`src/rtl/mqlb_pkg.sv`:
```
`default_nettype none

package mqlb_pkg;

    localparam int NUM_ENTRIES = 16;
    localparam int NUM_QUEUES  = 4;

    // entry index, link code (one extra code for null), queue index
    localparam int ENTRY_W = $clog2(NUM_ENTRIES);
    localparam int LINK_W  = $clog2(NUM_ENTRIES + 1);
    localparam int QIDX_W  = (NUM_QUEUES > 1) ? $clog2(NUM_QUEUES) : 1;

    localparam logic [LINK_W-1:0] LINK_NULL = LINK_W'(NUM_ENTRIES);

    localparam logic OP_ENQ = 1'b0;
    localparam logic OP_DEQ = 1'b1;

    localparam logic [1:0] ST_OK    = 2'd0;
    localparam logic [1:0] ST_FULL  = 2'd1;
    localparam logic [1:0] ST_EMPTY = 2'd2;

    typedef struct packed {
        logic               opcode;
        logic [1:0]         queue_id;
        logic signed [31:0] data_in;
    } t_in_item;

    typedef struct packed {
        logic signed [31:0] data_out;
        logic [1:0]         status;
    } t_out_item;

    typedef struct packed {
        logic               rd_en;
        logic [ENTRY_W-1:0] rd_addr;
        logic               wr_en;
        logic [ENTRY_W-1:0] wr_addr;
        logic [LINK_W-1:0]  wr_data;
    } t_link_req;

endpackage

`default_nettype wire

```
`src/rtl/mqlb_ram.sv`:
```
`default_nettype none

module mqlb_ram #(
    parameter int WIDTH = 32,
    parameter int DEPTH = 16
) (
    input  wire logic                     i_clk,
    input  wire logic                     i_wr_en,
    input  wire logic [$clog2(DEPTH)-1:0] i_wr_addr,
    input  wire logic [WIDTH-1:0]         i_wr_data,
    input  wire logic                     i_rd_en,
    input  wire logic [$clog2(DEPTH)-1:0] i_rd_addr,
    output logic      [WIDTH-1:0]         o_rd_data
);

    logic [WIDTH-1:0] r_mem [DEPTH];

    always_ff @(posedge i_clk) begin
        if (i_wr_en) begin
            r_mem[i_wr_addr] <= i_wr_data;
        end
    end

    always_ff @(posedge i_clk) begin
        if (i_rd_en) begin
            o_rd_data <= r_mem[i_rd_addr];
        end
    end

endmodule

`default_nettype wire

```
`src/rtl/mqlb_link_mem.sv`:
```
`default_nettype none

module mqlb_link_mem
    import mqlb_pkg::*;
(
    input  wire logic              i_clk,
    input  wire logic              i_rst_n,
    input  wire t_link_req         i_req,
    output logic      [LINK_W-1:0] o_rd_data
);

    logic [LINK_W-1:0]      r_mem [NUM_ENTRIES];
    logic [NUM_ENTRIES-1:0] r_written;

    // entry never written reads as its reset link: next entry, last one null
    always_ff @(posedge i_clk) begin
        if (!i_rst_n) begin
            r_written <= '0;
        end else if (i_req.wr_en) begin
            r_written[i_req.wr_addr] <= 1'b1;
        end
    end

    always_ff @(posedge i_clk) begin
        if (i_req.wr_en) begin
            r_mem[i_req.wr_addr] <= i_req.wr_data;
        end
    end

    always_ff @(posedge i_clk) begin
        if (i_req.rd_en) begin
            if (r_written[i_req.rd_addr]) begin
                o_rd_data <= r_mem[i_req.rd_addr];
            end else begin
                o_rd_data <= LINK_W'(i_req.rd_addr) + LINK_W'(1);
            end
        end
    end

endmodule

`default_nettype wire

```
`src/rtl/multi_queue_linked_buffer.sv`:
```
`default_nettype none

// Several FIFO queues sharing one pool of NUM_ENTRIES data words. A link
// memory chains each queue from head to tail and chains the free entries into
// a free list; per-queue head/tail pointers and the free-list head live in
// registers. Each input transfer is an enqueue (opcode 0) or dequeue
// (opcode 1) on queue_id, and yields exactly one result transfer: status OK
// with the dequeued word, status FULL when an enqueue finds no free entry or
// names no queue, status EMPTY when a dequeue finds the queue empty or names
// no queue (data_out is zero unless a dequeue succeeds). Each item passes
// through a transfer cycle, in which the link and data memories are read at
// the free-list head (enqueue) or the queue head (dequeue), and an update
// cycle, in which the links are rewritten and the result register loaded.
// The next input is taken the cycle after the update, so a new item is not
// accepted until the previous one has been committed; the update cycle waits
// while the result register holds a transfer the consumer has not yet taken.
// Link memory reset is handled by per-entry written flags, so there is no
// clearing pass after reset.
module multi_queue_linked_buffer
    import mqlb_pkg::*;
(
    input  wire logic      i_clk,
    input  wire logic      i_rst_n,
    input  wire logic      i_in_valid,
    output logic           o_in_ready,
    input  wire t_in_item  i_in_data,
    output logic           o_out_valid,
    input  wire logic      i_out_ready,
    output t_out_item      o_out_data
);

    localparam logic S_IDLE = 1'b0;
    localparam logic S_EXEC = 1'b1;

    logic r_state, n_state;

    // item held for the update cycle, and the entry pointer read for it
    t_in_item          r_item;
    logic [LINK_W-1:0] r_slot;

    logic [LINK_W-1:0] r_free_head, n_free_head;
    logic [LINK_W-1:0] r_head [NUM_QUEUES];
    logic [LINK_W-1:0] r_tail [NUM_QUEUES];
    logic [LINK_W-1:0] n_head, n_tail;

    logic      r_out_valid;
    t_out_item r_out, n_out;

    logic              w_accept, w_commit;
    logic [QIDX_W-1:0] w_in_qidx, w_cur_qidx;
    logic [LINK_W-1:0] w_rd_ptr;
    logic [LINK_W-1:0] w_head_cur, w_tail_cur;
    logic              w_q_ok, w_slot_ok, w_head_ok, w_tail_ok;
    logic              w_upd;      // state changes on this commit
    logic              w_head_we, w_tail_we;
    logic              w_data_we;

    t_link_req         w_link_req;
    logic [LINK_W-1:0] w_link_rd;
    logic [31:0]       w_data_rd;

    assign o_in_ready  = (r_state == S_IDLE);
    assign o_out_valid = r_out_valid;
    assign o_out_data  = r_out;

    assign w_accept   = i_in_valid && o_in_ready;
    assign w_commit   = (r_state == S_EXEC) && (!r_out_valid || i_out_ready);
    assign w_in_qidx  = QIDX_W'(i_in_data.queue_id);
    assign w_cur_qidx = QIDX_W'(r_item.queue_id);

    // dequeue reads at the queue head, enqueue at the free-list head
    assign w_rd_ptr = (i_in_data.opcode == OP_DEQ) ? r_head[w_in_qidx] : r_free_head;

    assign w_head_cur = r_head[w_cur_qidx];
    assign w_tail_cur = r_tail[w_cur_qidx];
    assign w_q_ok     = int'(r_item.queue_id) < NUM_QUEUES;
    assign w_slot_ok  = int'(r_slot) < NUM_ENTRIES;
    assign w_head_ok  = int'(w_head_cur) < NUM_ENTRIES;
    assign w_tail_ok  = int'(w_tail_cur) < NUM_ENTRIES;
    assign w_upd      = w_commit && w_q_ok && w_slot_ok;

    always_comb begin
        w_link_req.rd_en   = w_accept;
        w_link_req.rd_addr = w_rd_ptr[ENTRY_W-1:0];
        w_link_req.wr_en   = 1'b0;
        w_link_req.wr_addr = r_slot[ENTRY_W-1:0];
        w_link_req.wr_data = r_free_head;

        w_data_we   = 1'b0;
        w_head_we   = 1'b0;
        w_tail_we   = 1'b0;
        n_head      = w_head_cur;
        n_tail      = w_tail_cur;
        n_free_head = r_free_head;
        n_out       = '0;

        if (r_item.opcode == OP_ENQ) begin
            n_out.status = ST_FULL;
            if (w_q_ok && w_slot_ok) begin
                n_out.status = ST_OK;
                n_free_head  = w_link_rd;
                w_data_we    = w_upd;
                w_tail_we    = w_upd;
                n_tail       = r_slot;
                if (!w_head_ok) begin
                    // first entry of an empty queue
                    w_head_we = w_upd;
                    n_head    = r_slot;
                end else if (w_tail_ok) begin
                    w_link_req.wr_en   = w_upd;
                    w_link_req.wr_addr = w_tail_cur[ENTRY_W-1:0];
                    w_link_req.wr_data = r_slot;
                end
            end
        end else begin
            n_out.status = ST_EMPTY;
            if (w_q_ok && w_slot_ok) begin
                n_out.status   = ST_OK;
                n_out.data_out = w_data_rd;
                // head == tail means the last entry leaves; the tail's link is
                // never written null, so this stands in for reading it
                w_head_we      = w_upd;
                n_head         = (r_slot == w_tail_cur) ? LINK_NULL : w_link_rd;
                w_link_req.wr_en   = w_upd;
                w_link_req.wr_data = r_free_head;
                n_free_head    = r_slot;
            end
        end
    end

    always_comb begin
        n_state = r_state;
        case (r_state)
            S_IDLE: begin
                if (w_accept) begin
                    n_state = S_EXEC;
                end
            end
            S_EXEC: begin
                if (w_commit) begin
                    n_state = S_IDLE;
                end
            end
            default: n_state = S_IDLE;
        endcase
    end

    always_ff @(posedge i_clk) begin
        if (!i_rst_n) begin
            r_state     <= S_IDLE;
            r_out_valid <= 1'b0;
            r_free_head <= '0;
            for (int i = 0; i < NUM_QUEUES; i++) begin
                r_head[i] <= LINK_NULL;
                r_tail[i] <= LINK_NULL;
            end
        end else begin
            r_state <= n_state;
            if (w_commit) begin
                r_out_valid <= 1'b1;
            end else if (i_out_ready) begin
                r_out_valid <= 1'b0;
            end
            if (w_upd) begin
                r_free_head <= n_free_head;
            end
            if (w_head_we) begin
                r_head[w_cur_qidx] <= n_head;
            end
            if (w_tail_we) begin
                r_tail[w_cur_qidx] <= n_tail;
            end
        end
    end

    // payload registers
    always_ff @(posedge i_clk) begin
        if (w_accept) begin
            r_item <= i_in_data;
            r_slot <= w_rd_ptr;
        end
        if (w_commit) begin
            r_out <= n_out;
        end
    end

    mqlb_link_mem u_link_mem (
        .i_clk     (i_clk),
        .i_rst_n   (i_rst_n),
        .i_req     (w_link_req),
        .o_rd_data (w_link_rd)
    );

    mqlb_ram #(
        .WIDTH (32),
        .DEPTH (NUM_ENTRIES)
    ) u_data_mem (
        .i_clk     (i_clk),
        .i_wr_en   (w_data_we),
        .i_wr_addr (r_slot[ENTRY_W-1:0]),
        .i_wr_data (r_item.data_in),
        .i_rd_en   (w_accept),
        .i_rd_addr (w_rd_ptr[ENTRY_W-1:0]),
        .o_rd_data (w_data_rd)
    );

endmodule

`default_nettype wire
```
`config.mk`:
```
export PLATFORM = sky130hd
export DESIGN_NAME = multi_queue_linked_buffer
export DESIGN_NICKNAME = d
export VERILOG_FILES = /design/src/rtl/mqlb_pkg.sv /design/src/rtl/mqlb_ram.sv /design/src/rtl/mqlb_link_mem.sv /design/src/rtl/multi_queue_linked_buffer.sv
export SDC_FILE = /design/constraint.sdc
export NUM_CORES = 1
export LEC_CHECK = 0
export CORE_ASPECT_RATIO = 0.9
export CORE_UTILIZATION = 30
export CTS_CLUSTER_SIZE = 16
export DETAILED_ROUTE_END_ITERATION = 6
export DONT_BUFFER_PORTS = 1
export PLACE_DENSITY_LB_ADDON = 0.08
export SETUP_SLACK_MARGIN = 0.2
export SLEW_MARGIN = 10
export SYNTH_ARGS = -nofsm -noshare
export SYNTH_HDL_FRONTEND = slang
export SYNTH_SLANG_ARGS = --single-unit
```
`constraint.sdc`:
```
create_clock -name i_clk -period 4.25 [get_ports i_clk]
set_input_delay 0.425 -clock i_clk [delete_from_list [all_inputs] [get_ports i_clk]]
set_output_delay 0.425 -clock i_clk [all_outputs]
set_load 0.02 [all_outputs]
```
==> flow_metrics.env <==
export IMPL_hold_class="in2reg"
export IMPL_worst_r2r_setup_slack_ns=0.98
export IMPL_netlist_area_um2=30000
export IMPL_cts_repair_resize_count=0
export IMPL_gr_usage_met1_pct=24.6
export IMPL_ys_flop_type="edfxtp_1"
export IMPL_post_route_drc_count=0
export IMPL_layout_cells_non_filler=3558
export IMPL_final_antenna_net_count=0
export IMPL_critPathKind="reg2reg"
export IMPL_core_area_um2=98700
export IMPL_timing_clock_skew_ns=0.0326
export IMPL_achievable_frequency_mhz=306
export IMPL_full_die_area_um2=101000
export IMPL_num_fill_cells=9509
export IMPL_grt_start_max_net_pins=99
export IMPL_h_tree_depth=3
export IMPL_cts_num_sinks=768
export IMPL_setup_repair_after_global_routing_missed_its_margin="no"
export IMPL_number_of_antenna_violations_at_the_first_check_in_global_routing=4
export IMPL_io_pin_count=75
export IMPL_synth_async_sr_flop_share_pct=0
export IMPL_groute_layer_met3_usage_pct=2.47
export IMPL_port_buffers=0
export IMPL_grtUsageTotal_pct=17.1
export IMPL_cp_data_required_time_ns=4.54
export IMPL_setup_tns_final_ns=0
export IMPL_worst_ep_arrival_time_ns=3.56
export IMPL_synth_seq_cells=768
export IMPL_setup_violations=0
export IMPL_endpoint_kind="flip-flop"
export IMPL_detail_route_iter0_violations=1300
export IMPL_max_clock_path_buffers=3
export IMPL_grt_first_pass_wirelength_um=125000
export IMPL_p_per_area_nw_per_um2=482
export IMPL_synth_seq_area_share_pct=75.9
export IMPL_chipHeight_um=302
export IMPL_vias=17471
export IMPL_placementRows=109
export IMPL_worstSetupStartpointType="flip-flop"
export IMPL_final_hold_viol_count=0
export IMPL_clk_transition_reported_paths_ns=0.06
export IMPL_drv_slew=0
export IMPL_cts_tree="yes"
export IMPL_cp_cell_sequence="mux4_2 > nor4_4 > buf_4 > mux2i_1 > nand2_1 > nor2_1"
export IMPL_skew_pair_late_insertion_delay_ns=0.66
export IMPL_netlist_instances=2095
export IMPL_gr_max_usage_layer="met2"
export IMPL_post_route_cells_drive_above_1_share_pct=10.9
export IMPL_holdPathEnd="r_tail[2][4]"
export IMPL_post_route_period_util_pct=76.8
export IMPL_clock_root_buffer="clkbuf_16"
export IMPL_cap_viol_max_count=0
export IMPL_post_drt_via_cell_ratio=4.91
export IMPL_max_slew_worst_pin_slew_ns=1.15
export IMPL_placed_insts=3362
export IMPL_areaGrowthSynthToFinish_pct=16.7
export IMPL_route_detailed_wl_per_inst_um=24.3
export IMPL_syn_nets=2136
export IMPL_r2r_path_end="u_link_mem.r_mem[2][0]"
export IMPL_die_w_um=336
export IMPL_outcome="complete, no violations"
export IMPL_final_net_count=2199
export IMPL_dp_hpwl_um=44700
export IMPL_yosys_warnings=0
export IMPL_tritoncts_num_buffers=88
export IMPL_use_met2_pct=26.9
export IMPL_max_slew_headroom_pct=23.4
export IMPL_critPathMaxFanout=10
export IMPL_gp_congestion=0.752
export IMPL_hold_path_depth=1
export IMPL_synth_edf_count=743
export IMPL_critPathSlowestCell="mux4_2"
export IMPL_irDropWorstVdd_mv=0.286
export IMPL_first_global_vias=17533
export IMPL_initial_core_util_pct=30.4
export IMPL_synth_avg_cell_area_um2=14.3
export IMPL_reg2reg_depth=6
export IMPL_cellLeakagePower_uw=0.0114
export IMPL_yosysUniqueCellTypes=47
export IMPL_overflow=0
export IMPL_wirelength_um=86400
export IMPL_cp_max_stage_delay_ns=0.63
export IMPL_period_needed_ns=3.27
export IMPL_drt_pre_antenna_iters=5
export IMPL_hold_start="i_rst_n"
## worst max-delay path by stage
stage	startpoint	to	slack (ns)	cells after the start
6_report	flip-flop	u_link_mem.r_mem[2][0]	0.98	6
5_1_grt	flip-flop	u_link_mem.r_mem[2][2]	0.71	6
4_1_cts	flip-flop	u_link_mem.r_mem[3][1]	0.98	6
3_5_place_dp	flip-flop	u_link_mem.r_mem[1][2]	0.96	6
3_3_place_gp	i_in_data[33]	u_link_mem.o_rd_data[0]	0.96	8
2_1_floorplan	i_out_ready	u_data_mem.r_mem[3][0]	0.43	5
## critical path: cells and delay by family, from the launching register on
kind / cells / cell delay [ns]
mux: 2 / 1.19
simple gates: 3 / 0.92
flops: 1 / 0.60
buf+inv: 1 / 0.22
## Yosys cell counts (all sizes together) (4+ instances only)
| library cell | n | area, µm² |
|---|---|---|
| a211oi | 65 | 488 |
| a21oi | 17 | 85.1 |
| mux4 | 24 | 541 |
| mux2 | 11 | 124 |
| buf | 39 | 205 |
| nor2b | 71 | 444 |
| nor2 | 66 | 248 |
| inv | 11 | 41.3 |
| and2 | 33 | 206 |
| o211a | 4 | 40.0 |
| a22oi | 4 | 30.0 |
| o21ai | 45 | 225 |
| nand4 | 4 | 25.0 |
| clkbuf | 89 | 334 |
| nand2b | 15 | 93.8 |
| o21a | 16 | 120 |
| nand2 | 439 | 1650 |
| nor3 | 10 | 55.1 |
| nand3 | 245 | 1230 |
| edfxtp | 743 | 22300 |
| a311oi | 64 | 561 |
| or3 | 8 | 50.1 |
| mux2i | 18 | 180 |
| dfxtp | 25 | 500 |
| xnor2 | 4 | 35.0 |
## cells by family (layout without fill, tap and decap cells)
kind of cell	after synthesis	in the layout	synth area share, %
xor+xnor	5	5	0.146
mux	53	53	2.81
simple gates	900	900	13.6
fa+ha+maj	2	2	0.0833
buf+inv	140	270	1.94
flops	768	768	75.9
other cells	0	1	0
compound gates	227	227	5.51
## placed cells by master (no fill, tap or decap), drive strengths merged, types with 18 or more instances in the layout
master       synthesis  routed
buf                 39      63
o21ai               45      45
nand2              439     439
mux4                24      24
dlygate4sd3          0      38
clkbuf              89     112
nor2b               71      71
nand3              245     245
a211oi              65      65
nor2                66      66
and2                33      33
mux2i               18      18
a311oi              64      64
clkinv               1      37
dfxtp               25      25
edfxtp             743     743
## per-stage QoR
| stage | area [µm²] | hold WS [ns] | util, % | power, µW | worst slack [ns] |
|---|---|---|---|---|---|
| 4_1_cts | 35000 | 0.0648 | 35.5 | 17100 | 0.982 |
| 2_1_floorplan | 30100 | 0.440 | - | 9460 | 0.430 |
| 3_5_place_dp | 32000 | 0.453 | 32.4 | 9930 | 0.955 |
| 3_3_place_gp | 32000 | 0.446 | 32.4 | 9930 | 0.957 |
| 5_1_grt | 35000 | 0.105 | 35.5 | 17500 | 0.712 |
| 6_report | 35000 | 0.101 | 35.5 | 16900 | 0.985 |
## final cells by class
class	count	area [µm²]	share of cell area [%]
tap	1332	1670	4.76
clock buffer	112	2330	6.66
sequential	768	22800	65.1
antenna	1	2.50	0.00714
multi-input combinational	1187	6830	19.5
clock inverter	45	323	0.921
inverter	12	52.6	0.150
timing repair buffer	101	1030	2.93
## registers in the layout, summed over array words and instances (netlist names), named ones only
name and count:
o_out_valid 1, u_link_mem.r_mem 80, r_tail 20, r_free_head 5, u_link_mem.r_written 16, w_cur_qidx 2
r_item 33, o_out_data 34, r_state 1, u_link_mem.o_rd_data 5, u_data_mem.o_rd_data 32, r_slot 5
r_head 20, u_data_mem.r_mem 512
## metal layers
metal	vias to the layer above	part of all wire [%]	routed length [µm]
met2	360	46	39500
met3	104	3.5	3050
met1	9033	49	42000
met4	0	2.1	1860
met5	-	0	0
li1	7974	-	-
## power by group
group	internal (µW)	leakage, µW	switching [µW]
clock	4060	0.00129	3050
sequential	8490	0.00704	180
combinational	333	0.00311	776
total	12900	0.0114	4010
## timing repair
action / CTS / global route
hold buffers: 38 / 0
hold endpoints to repair: 61 / 0
setup buffers: 0 / 0
No activity file was read; power rests on OpenSTA's default activity.
